--- src/hw/rtl/fat_boot_sector_bpb_check_defines.svh ---
// Assertion macros shared by the BPB check RTL.
`ifndef FAT_BOOT_SECTOR_BPB_CHECK_DEFINES_SVH
`define FAT_BOOT_SECTOR_BPB_CHECK_DEFINES_SVH
`ifndef SYNTH
`define FBS_ASSERT_SAME(label, clk, rst_n, ante, cons) \
    label: assert property (@(posedge clk) disable iff (!(rst_n)) (ante) |-> (cons)) \
        else $error("bpb check: same-cycle assertion failed");
`define FBS_ASSERT_NEXT(label, clk, rst_n, ante, cons) \
    label: assert property (@(posedge clk) disable iff (!(rst_n)) (ante) |=> (cons)) \
        else $error("bpb check: next-cycle assertion failed");
`else
`define FBS_ASSERT_SAME(label, clk, rst_n, ante, cons)
`define FBS_ASSERT_NEXT(label, clk, rst_n, ante, cons)
`endif
`endif

--- src/hw/rtl/fbs_pkg.sv ---
// Types, constants and codes shared by the FAT boot sector BPB check.
package fbs_pkg;

    localparam int unsigned HDR_DEPTH = 25;
    localparam int unsigned HDR_IDX_W = $clog2(HDR_DEPTH);
    localparam int unsigned POS_W     = 6;

    localparam logic [POS_W-1:0] HDR_FIRST = 6'd11;
    localparam logic [POS_W-1:0] MIN_BYTES = 6'd36;

    localparam logic [31:0] FAT12_LIMIT = 32'd4085;
    localparam logic [31:0] FAT16_LIMIT = 32'd65525;
    localparam logic [7:0]  MAX_CLUSTER = 8'd128;
    // 32-byte directory entries
    localparam int unsigned DIR_ENTRY_SHIFT = 5;

    localparam logic [2:0] FAIL_NONE     = 3'd0;
    localparam logic [2:0] FAIL_SHORT    = 3'd1;
    localparam logic [2:0] FAIL_SECTOR   = 3'd2;
    localparam logic [2:0] FAIL_CLUSTER  = 3'd3;
    localparam logic [2:0] FAIL_RESERVED = 3'd4;
    localparam logic [2:0] FAIL_FATS     = 3'd5;
    localparam logic [2:0] FAIL_TOTAL    = 3'd6;
    localparam logic [2:0] FAIL_FAT_SIZE = 3'd7;

    localparam logic [1:0] TYPE_UNKNOWN = 2'd0;
    localparam logic [1:0] TYPE_FAT12   = 2'd1;
    localparam logic [1:0] TYPE_FAT16   = 2'd2;
    localparam logic [1:0] TYPE_FAT32   = 2'd3;

    typedef struct packed {
        logic [7:0] data_byte;
        logic       last_byte;
    } t_in;

    typedef struct packed {
        logic        bpb_ok;
        logic [2:0]  fail_reason;
        logic [1:0]  fat_type;
        logic [15:0] sector_bytes;
        logic [7:0]  cluster_sectors;
        logic [15:0] reserved_count;
        logic [7:0]  fat_copies;
        logic [15:0] root_entries;
        logic [31:0] volume_sectors;
        logic [15:0] fat_sectors;
        logic [24:0] data_start;
        logic [31:0] cluster_total;
    } t_out;

    typedef struct packed {
        logic take_byte;
        logic stage1;
        logic stage2;
        logic stage3;
        logic load_out;
    } t_cmd;

    typedef struct packed {
        logic last_beat;
        logic out_free;
    } t_stat;

endpackage

--- src/hw/rtl/fbs_ctrl.sv ---
// Sequencer for the BPB check: byte collection, evaluation steps, result hand-off.
`include "fat_boot_sector_bpb_check_defines.svh"

module fbs_ctrl (
    input  logic           i_clk,
    input  logic           i_rst_n,
    input  logic           i_in_valid,
    output logic           o_in_ready,
    input  fbs_pkg::t_stat i_stat,
    output fbs_pkg::t_cmd  o_cmd
);

    localparam logic [2:0] ST_COLLECT = 3'd0;
    localparam logic [2:0] ST_S1      = 3'd1;
    localparam logic [2:0] ST_S2      = 3'd2;
    localparam logic [2:0] ST_S3      = 3'd3;
    localparam logic [2:0] ST_LOAD    = 3'd4;

    logic [2:0] r_state;
    logic [2:0] n_state;
    logic       in_fire;

    assign o_in_ready = (r_state == ST_COLLECT);
    assign in_fire    = i_in_valid && o_in_ready;

    always_comb begin
        n_state = r_state;
        o_cmd   = '0;
        o_cmd.take_byte = in_fire;
        unique case (r_state)
            ST_COLLECT: begin
                if (in_fire && i_stat.last_beat) begin
                    n_state = ST_S1;
                end
            end
            ST_S1: begin
                o_cmd.stage1 = 1'b1;
                n_state = ST_S2;
            end
            ST_S2: begin
                o_cmd.stage2 = 1'b1;
                n_state = ST_S3;
            end
            ST_S3: begin
                o_cmd.stage3 = 1'b1;
                n_state = ST_LOAD;
            end
            ST_LOAD: begin
                // hold until the output register can take the beat
                if (i_stat.out_free) begin
                    o_cmd.load_out = 1'b1;
                    n_state = ST_COLLECT;
                end
            end
            default: begin
                n_state = ST_COLLECT;
            end
        endcase
    end

    always_ff @(posedge i_clk) begin
        if (!i_rst_n) begin
            r_state <= ST_COLLECT;
        end else begin
            r_state <= n_state;
        end
    end

    `FBS_ASSERT_NEXT(a_last_starts_eval, i_clk, i_rst_n, in_fire && i_stat.last_beat,
        r_state == ST_S1)
    `FBS_ASSERT_NEXT(a_load_returns, i_clk, i_rst_n, r_state == ST_LOAD && i_stat.out_free,
        r_state == ST_COLLECT)
    `FBS_ASSERT_SAME(a_eval_follows_s1, i_clk, i_rst_n, r_state == ST_S2,
        $past(r_state) == ST_S1)

endmodule

--- src/hw/rtl/fbs_datapath.sv ---
// Byte counter, header store, BPB decode and derived-value pipeline.
`include "fat_boot_sector_bpb_check_defines.svh"

module fbs_datapath (
    input  logic           i_clk,
    input  logic           i_rst_n,
    input  fbs_pkg::t_in   i_in_data,
    input  fbs_pkg::t_cmd  i_cmd,
    output fbs_pkg::t_stat o_stat,
    input  logic           i_out_ready,
    output logic           o_out_valid,
    output fbs_pkg::t_out  o_out_data
);

    localparam int unsigned ROOT_SUM_W = 22;
    localparam int unsigned ROOT_W     = 15;

    // byte counter and header store
    logic [fbs_pkg::POS_W-1:0]     r_pos;
    logic [fbs_pkg::POS_W-1:0]     pos_inc;
    logic [fbs_pkg::POS_W-1:0]     pos_off;
    logic                          r_short;
    logic [7:0]                    r_store [fbs_pkg::HDR_DEPTH];

    // decoded fields
    logic [15:0] bps;
    logic [7:0]  spc;
    logic [15:0] rsv;
    logic [7:0]  nf;
    logic [15:0] ents;
    logic [15:0] t16;
    logic [15:0] fsz;
    logic [31:0] tot;
    logic [3:0]  bps_sh;
    logic        bps_ok;
    logic [2:0]  spc_sh;
    logic        spc_pow2;
    logic [2:0]  reason;
    logic [ROOT_SUM_W-1:0] root_sum;
    logic [ROOT_SUM_W-1:0] root_full;

    // evaluation registers
    logic [15:0]       r_bps;
    logic [7:0]        r_spc;
    logic [15:0]       r_rsv;
    logic [7:0]        r_nf;
    logic [15:0]       r_ents;
    logic [31:0]       r_tot;
    logic [15:0]       r_fsz;
    logic [2:0]        r_reason;
    logic [2:0]        r_spc_sh;
    logic [23:0]       r_prod;
    logic [ROOT_W-1:0] r_root;
    logic [24:0]       r_first;
    logic [31:0]       r_clus;
    logic [31:0]       first_ext;
    logic [31:0]       diff;

    logic          r_out_valid;
    fbs_pkg::t_out r_out;
    fbs_pkg::t_out n_out;

    assign pos_inc = (r_pos < fbs_pkg::MIN_BYTES) ? r_pos + 6'd1 : r_pos;
    assign pos_off = r_pos - fbs_pkg::HDR_FIRST;

    always_ff @(posedge i_clk) begin
        if (!i_rst_n) begin
            r_pos <= '0;
        end else if (i_cmd.take_byte) begin
            r_pos <= i_in_data.last_byte ? '0 : pos_inc;
        end
    end

    always_ff @(posedge i_clk) begin
        if (i_cmd.take_byte) begin
            if (r_pos >= fbs_pkg::HDR_FIRST && r_pos < fbs_pkg::MIN_BYTES) begin
                r_store[pos_off[fbs_pkg::HDR_IDX_W-1:0]] <= i_in_data.data_byte;
            end
            if (i_in_data.last_byte) begin
                r_short <= (pos_inc < fbs_pkg::MIN_BYTES);
            end
        end
    end

    // little-endian fields, store index = offset - 11
    assign bps  = {r_store[1], r_store[0]};
    assign spc  = r_store[2];
    assign rsv  = {r_store[4], r_store[3]};
    assign nf   = r_store[5];
    assign ents = {r_store[7], r_store[6]};
    assign t16  = {r_store[9], r_store[8]};
    assign fsz  = {r_store[12], r_store[11]};
    assign tot  = (t16 != 16'd0) ? {16'd0, t16}
                                 : {r_store[24], r_store[23], r_store[22], r_store[21]};

    always_comb begin
        bps_ok = 1'b1;
        unique case (bps)
            16'd128:  bps_sh = 4'd7;
            16'd256:  bps_sh = 4'd8;
            16'd512:  bps_sh = 4'd9;
            16'd1024: bps_sh = 4'd10;
            16'd2048: bps_sh = 4'd11;
            16'd4096: bps_sh = 4'd12;
            default: begin
                bps_sh = 4'd7;
                bps_ok = 1'b0;
            end
        endcase
    end

    always_comb begin
        spc_pow2 = 1'b1;
        unique case (spc)
            8'd1:   spc_sh = 3'd0;
            8'd2:   spc_sh = 3'd1;
            8'd4:   spc_sh = 3'd2;
            8'd8:   spc_sh = 3'd3;
            8'd16:  spc_sh = 3'd4;
            8'd32:  spc_sh = 3'd5;
            8'd64:  spc_sh = 3'd6;
            8'd128: spc_sh = 3'd7;
            default: begin
                spc_sh   = 3'd0;
                spc_pow2 = 1'b0;
            end
        endcase
    end

    always_comb begin
        priority if (!bps_ok) begin
            reason = fbs_pkg::FAIL_SECTOR;
        end else if (!(spc_pow2 && spc <= fbs_pkg::MAX_CLUSTER)) begin
            reason = fbs_pkg::FAIL_CLUSTER;
        end else if (rsv == 16'd0) begin
            reason = fbs_pkg::FAIL_RESERVED;
        end else if (nf == 8'd0) begin
            reason = fbs_pkg::FAIL_FATS;
        end else if (tot == 32'd0) begin
            reason = fbs_pkg::FAIL_TOTAL;
        end else if (fsz == 16'd0) begin
            reason = fbs_pkg::FAIL_FAT_SIZE;
        end else begin
            reason = fbs_pkg::FAIL_NONE;
        end
    end

    // round root directory bytes up to whole sectors
    assign root_sum  = (ROOT_SUM_W'(ents) << fbs_pkg::DIR_ENTRY_SHIFT)
                     + ROOT_SUM_W'(bps) - ROOT_SUM_W'(1);
    assign root_full = root_sum >> bps_sh;

    always_ff @(posedge i_clk) begin
        if (i_cmd.stage1) begin
            r_bps    <= bps;
            r_spc    <= spc;
            r_rsv    <= rsv;
            r_nf     <= nf;
            r_ents   <= ents;
            r_tot    <= tot;
            r_fsz    <= fsz;
            r_reason <= reason;
            r_spc_sh <= spc_sh;
            r_prod   <= {16'd0, nf} * {8'd0, fsz};
            r_root   <= root_full[ROOT_W-1:0];
        end
        if (i_cmd.stage2) begin
            r_first <= 25'(r_rsv) + 25'(r_prod) + 25'(r_root);
        end
        if (i_cmd.stage3) begin
            r_clus <= (r_tot > first_ext) ? (diff >> r_spc_sh) : 32'd0;
        end
    end

    assign first_ext = {7'd0, r_first};
    assign diff      = r_tot - first_ext;

    always_comb begin
        n_out = '0;
        if (r_short) begin
            n_out.fail_reason = fbs_pkg::FAIL_SHORT;
        end else begin
            n_out.fail_reason     = r_reason;
            n_out.sector_bytes    = r_bps;
            n_out.cluster_sectors = r_spc;
            n_out.reserved_count  = r_rsv;
            n_out.fat_copies      = r_nf;
            n_out.root_entries    = r_ents;
            n_out.volume_sectors  = r_tot;
            n_out.fat_sectors     = r_fsz;
            if (r_reason == fbs_pkg::FAIL_NONE) begin
                n_out.bpb_ok        = 1'b1;
                n_out.data_start    = r_first;
                n_out.cluster_total = r_clus;
                priority if (r_clus < fbs_pkg::FAT12_LIMIT) begin
                    n_out.fat_type = fbs_pkg::TYPE_FAT12;
                end else if (r_clus < fbs_pkg::FAT16_LIMIT) begin
                    n_out.fat_type = fbs_pkg::TYPE_FAT16;
                end else begin
                    n_out.fat_type = fbs_pkg::TYPE_FAT32;
                end
            end else begin
                n_out.fat_type = fbs_pkg::TYPE_UNKNOWN;
            end
        end
    end

    always_ff @(posedge i_clk) begin
        if (!i_rst_n) begin
            r_out_valid <= 1'b0;
        end else if (i_cmd.load_out) begin
            r_out_valid <= 1'b1;
        end else if (i_out_ready) begin
            r_out_valid <= 1'b0;
        end
    end

    always_ff @(posedge i_clk) begin
        if (i_cmd.load_out) begin
            r_out <= n_out;
        end
    end

    assign o_out_valid     = r_out_valid;
    assign o_out_data      = r_out;
    assign o_stat.last_beat = i_in_data.last_byte;
    assign o_stat.out_free  = !r_out_valid || i_out_ready;

    `FBS_ASSERT_SAME(a_pos_saturates, i_clk, i_rst_n, 1'b1, r_pos <= fbs_pkg::MIN_BYTES)
    `FBS_ASSERT_NEXT(a_load_shows_beat, i_clk, i_rst_n, i_cmd.load_out, r_out_valid)
    `FBS_ASSERT_SAME(a_verdict_matches, i_clk, i_rst_n, r_out_valid,
        r_out.bpb_ok == (r_out.fail_reason == fbs_pkg::FAIL_NONE))

endmodule

--- src/hw/rtl/fat_boot_sector_bpb_check.sv ---
// Result: the beat is loaded once the last byte has passed the evaluation steps.
// Throughput: one byte per cycle while a sector streams in; after its last byte the
// input stalls for the 4 evaluation steps (decode, FAT-area sum, cluster shift, load),
// longer if the previous result still sits unaccepted in the output register.
// Reset: synchronous, active low; clears the byte count, sequencer and output valid.
module fat_boot_sector_bpb_check (
    input  logic          i_clk,
    input  logic          i_rst_n,
    input  logic          i_in_valid,
    output logic          o_in_ready,
    input  fbs_pkg::t_in  i_in_data,
    output logic          o_out_valid,
    input  logic          i_out_ready,
    output fbs_pkg::t_out o_out_data
);

    fbs_pkg::t_cmd  cmd;
    fbs_pkg::t_stat stat;

    fbs_ctrl u_ctrl (
        .i_clk      (i_clk),
        .i_rst_n    (i_rst_n),
        .i_in_valid (i_in_valid),
        .o_in_ready (o_in_ready),
        .i_stat     (stat),
        .o_cmd      (cmd)
    );

    fbs_datapath u_datapath (
        .i_clk       (i_clk),
        .i_rst_n     (i_rst_n),
        .i_in_data   (i_in_data),
        .i_cmd       (cmd),
        .o_stat      (stat),
        .i_out_ready (i_out_ready),
        .o_out_valid (o_out_valid),
        .o_out_data  (o_out_data)
    );

endmodule
--- config.mk ---
export PLATFORM = sky130hd
export DESIGN_NAME = fat_boot_sector_bpb_check
export DESIGN_NICKNAME = d
export VERILOG_FILES = /design/src/hw/rtl/fbs_pkg.sv /design/src/hw/rtl/fbs_ctrl.sv /design/src/hw/rtl/fbs_datapath.sv /design/src/hw/rtl/fat_boot_sector_bpb_check.sv
export VERILOG_INCLUDE_DIRS = /design/src /design/src/hw/rtl
export SDC_FILE = /design/constraint.sdc
export NUM_CORES = 1
export LEC_CHECK = 0
export ABC_CLOCK_PERIOD_IN_PS = 28000
export BUFFER_PORTS_ARGS = -buffer_cell sky130_fd_sc_hd__buf_4
export CAP_MARGIN = 10
export CORE_ASPECT_RATIO = 0.9
export CORE_UTILIZATION = 41
export DETAILED_ROUTE_END_ITERATION = 12
export HOLD_SLACK_MARGIN = 0.06
export PLACE_DENSITY = 0.64
export SLEW_MARGIN = 0
export SYNTH_ARGS = -nofsm -noshare
export SYNTH_HDL_FRONTEND = slang
export SYNTH_HIERARCHICAL = 1
export SYNTH_SLANG_ARGS = --single-unit
--- constraint.sdc ---
create_clock -name i_clk -period 28 [get_ports i_clk]
set_input_delay 4.2 -clock i_clk [delete_from_list [all_inputs] [get_ports i_clk]]
set_output_delay 4.2 -clock i_clk [all_outputs]
set_load 0.005 [all_outputs]
==> metrics.csv <==
stage,metric,value,unit
outcome,outcome,completed,
synthesis,post-synthesis cell count,2301,
power_and_ir_drop,part of the power in registers,0.504,
worst_setup_path,Buf/Inv on CP,3,
worst_setup_path,delay of the slowest critical-path stage,0.79,ns
global_routing,largest net degree at the start of global routing,158,
clocking,"CTS clk-pin slew, worst paths",0.06,ns
timing,Final WS setup,22.18,ns
timing,pins over their slew limit,0,
min_path,Hold WC Path Type,flop to flop,
floorplan,IO Count,190,
global_routing,Congestion Overflow GR,0,
placed_design,Buffers on Ports,189,
power_and_ir_drop,power per cell area,54.51,mW/mm²
floorplan,# rows,91,
synthesis,register area share after synthesis,0.5515,
synthesis,multiplexer share of the synthesized area,0.02186,
floorplan,area of the die,0.07073,mm²
finish,Ant. Diodes,0,
finish,register area,0.01576,mm²
power_and_ir_drop,Clk pwr share,0.408,
timing,final setup TNS,0,ns
detailed_routing,DRC viols,0,
detailed_routing,via count,18310,
detailed_routing,WL per Instance,20.47,µm
timing,Tcrit/Tclk final,0.2080,
synthesis,Synth area leaders,"edfxtp_1 (54%), fa_1 (7.1%), ha_1 (5.4%)",
timing,worst hold slack,0.4477,ns
floorplan,Die Wd,280.2,µm
power_and_ir_drop,P_leak,0.01289,µW
synthesis,synthesized area per cell,12.41,µm²
worst_setup_path,cell family with most CP delay,buffers and inverters,
placed_design,pre-CTS setup slack,21.53,ns
synthesis,Yosys top cell area share,0.5445,
clocking,clock sink count,528,
worst_setup_path,Worst path most repeated cell,buf_4,
clocking,clock root buffer,clkbuf_16,
timing,Slew headroom,0.2407,
clocking,CTS Buffer Depth,3,
detailed_routing,final wirelength,70410,µm
worst_setup_path,Crit Path Category,input pin to flop,
timing,RSZ-0062 raised after global routing,false,
worst_setup_path,Worst EP required,28.23,ns
global_routing,first-pass GRT wire length,107200,µm
power_and_ir_drop,worst vdd ir,0.04538,mV
synthesis,"EDFF count, synth",518,
synthesis,syn nets,2539,
clocking,Post-CTS Resized,0,
synthesis,xor and xnor area share after synthesis,0.02667,
synthesis,post-synthesis cell type count,88,
placed_design,DPL Wire Length,51170,µm
power_and_ir_drop,Gate power share,0.088,
synthesis,Adder-Cell Fraction of Synth Area,0.1254,
worst_setup_path,element type at the critical path start,input pin,
detailed_routing,DRT Pass-1 Iters,5,
power_and_ir_drop,Pint,1371,µW
clocking,Post-CTS Hold Buffers,0,
synthesis,simple logic cell fraction of the synthesized area,0.1451,
synthesis,"Top FF cell, synth",edfxtp_1,
worst_setup_path,CP max FO,82,
timing,upper clock frequency limit,171.7,MHz
finish,Fillers,6190,
worst_setup_path,endpoint arrival time on the critical path,6.05,ns
clocking,postcts setup bufs,0,
timing,final setup violation count,0,
clocking,CTS tree,built,
finish,Layout area overhead,14.52,%
worst_setup_path,Crit-path slowest cell,buf_4,
clocking,later-pin clock latency in the skew report,0.62,ns
timing,Clock Skew,0.01902,ns
finish,area of the multi-input gates,0.01167,mm²
synthesis,ys async rst share,0,
floorplan,Initial Util,0.4154,
global_routing,vias in the first global route,18360,
clocking,H-tree levels,2,
timing,final count of hold timing violations,0,
worst_setup_path,Crit. End Element,flop,
power_and_ir_drop,switching part of the total,0.2310,
synthesis,cell accounting for the most synthesized area,edfxtp_1,
synthesis,largest family of logic cells by synthesized area,simple AND/OR/NAND/NOR gates,
power_and_ir_drop,Final Power,1783,µW
synthesis,warnings from Yosys,6,
synthesis,"flops & latches, synth",528,
floorplan,Core Area,0.06877,mm²
worst_setup_path,cell chain of the critical path,"buf_4, nand2b_1, nor4bb_4, buf_4, buf_4",
placed_design,GPL Wtd Cong,0.9030,
run,MaxCap Viol Count,0,
global_routing,GRT Total Usage,0.1986,
global_routing,initial antenna violation count,2,
synthesis,Mapped Area,0.02857,mm²
finish,Final Util,0.4757,
synthesis,Synth Area in Compound Gates,0.08839,
clocking,Num CTS Buffers,54,
finish,Final nets,2703,
detailed_routing,vias per inst,5.325,
power_and_ir_drop,Net Switching,411.9,µW
detailed_routing,Routed Antenna Nets,0,
timing,min cycle time layout,5.824,ns
timing,slew of the pin with the lowest slew margin,1.139,ns
finish,layout cells sized above 1,0.1295,
detailed_routing,Iteration-0 DRC Markers,1260,
floorplan,Die Y,252.4,µm
path summary, 6_finish.rpt:
| path | start | to | slack [ns] | cells after the start |
|---|---|---|---|---|
| worst min-delay path | u_datapath/r_store[3][7] | u_datapath/r_rsv[7] | 0.45 | 0 |
| worst max-delay path | i_out_ready | u_datapath/o_out_data[8] | 22.18 | 5 |
| worst min register to register | u_datapath/r_store[3][7] | u_datapath/r_rsv[7] | 0.45 | 0 |
| worst max register to register | u_datapath/r_store[5][4] | u_datapath/r_prod[23] | 22.27 | 16 |
registers in the layout, indices dropped and copies added (netlist names):
| register | flops |
|---|---|
| u_datapath/r_pos | 6 |
| u_datapath/r_tot | 32 |
| u_datapath/r_spc_sh | 3 |
| u_datapath/r_reason | 3 |
| u_datapath/r_prod | 24 |
| u_ctrl/r_state | 3 |
| u_datapath/r_first | 25 |
| u_datapath/r_rsv | 16 |
| u_datapath/o_out_valid | 1 |
| u_datapath/r_ents | 16 |
| u_datapath/r_fsz | 16 |
| u_datapath/r_short | 1 |
| u_datapath/r_store | 128 |
| u_datapath/r_clus | 32 |
| u_datapath/r_bps | 16 |
| u_datapath/o_out_data | 175 |
| u_datapath/r_root | 15 |
| u_datapath/r_nf | 8 |
| u_datapath/r_spc | 8 |
cell usage in the layout, fill, tap and decap left out, types with 73 or more instances in the layout:
| cell | n |
|---|---|
| edfxtp_1 | 518 |
| nor2_1 | 109 |
| inv_1 | 206 |
| a21oi_1 | 73 |
| and2_1 | 170 |
| nor2b_1 | 140 |
| ha_1 | 123 |
| buf_4 | 205 |
| nand2_1 | 97 |
| fa_1 | 102 |
per-layer routing:
| layer | wire (µm) | up-vias | global-route usage |
|---|---|---|---|
| met2 | 32720 | 548 | 0.3228 |
| met4 | 1715 | 0 | 0.06136 |
| met1 | 31780 | 9086 | 0.2732 |
| met5 | 0 | - | 0 |
| met3 | 4196 | 90 | 0.03143 |
| li1 | - | 8589 | - |
logic make-up after synthesis:
kind of cell | count (synthesis)
compound gates | 371
xor+xnor | 87
fa+ha+maj | 225
buf+inv | 306
flops | 528
mux | 48
simple gates | 736
power by group through the flow:
stage	clock [µW]	combinational [µW]	sequential, µW
after floorplan	0	113	915
after global placement	0	152	916
after detailed placement	0	155	916
after CTS	745	156	899
after global routing	774	171	901
final	727	157	899
synthesized netlist by cell type, drive strengths merged (23+ instances only):
cell type and count:
nand2 97, ha 123, xor2 32, nand2b 23, clkbuf 87, and2 170, xnor2 55, nor2 110
mux2i 32, edfxtp 518, nor2b 140, inv 206, o21ai 73, nor3 27, a21oi 73, nor4 57
fa 102, a21o 42
through the flow:
step	instance area [µm²]	instances
floorplan	28570	2301
global placement	30920	3339
detailed placement	30920	3339
CTS	32720	3439
global route	32720	3439
finish	32720	3439
layout make-up:
type | count | area share
clock inverter | 37 | 0.01174
clock buffer | 63 | 0.04299
multi-input combinational | 1467 | 0.3566
tap | 930 | 0.03557
sequential | 528 | 0.4816
timing repair buffer | 206 | 0.04765
inverter | 208 | 0.02387
(Power assumes the default switching activity.)
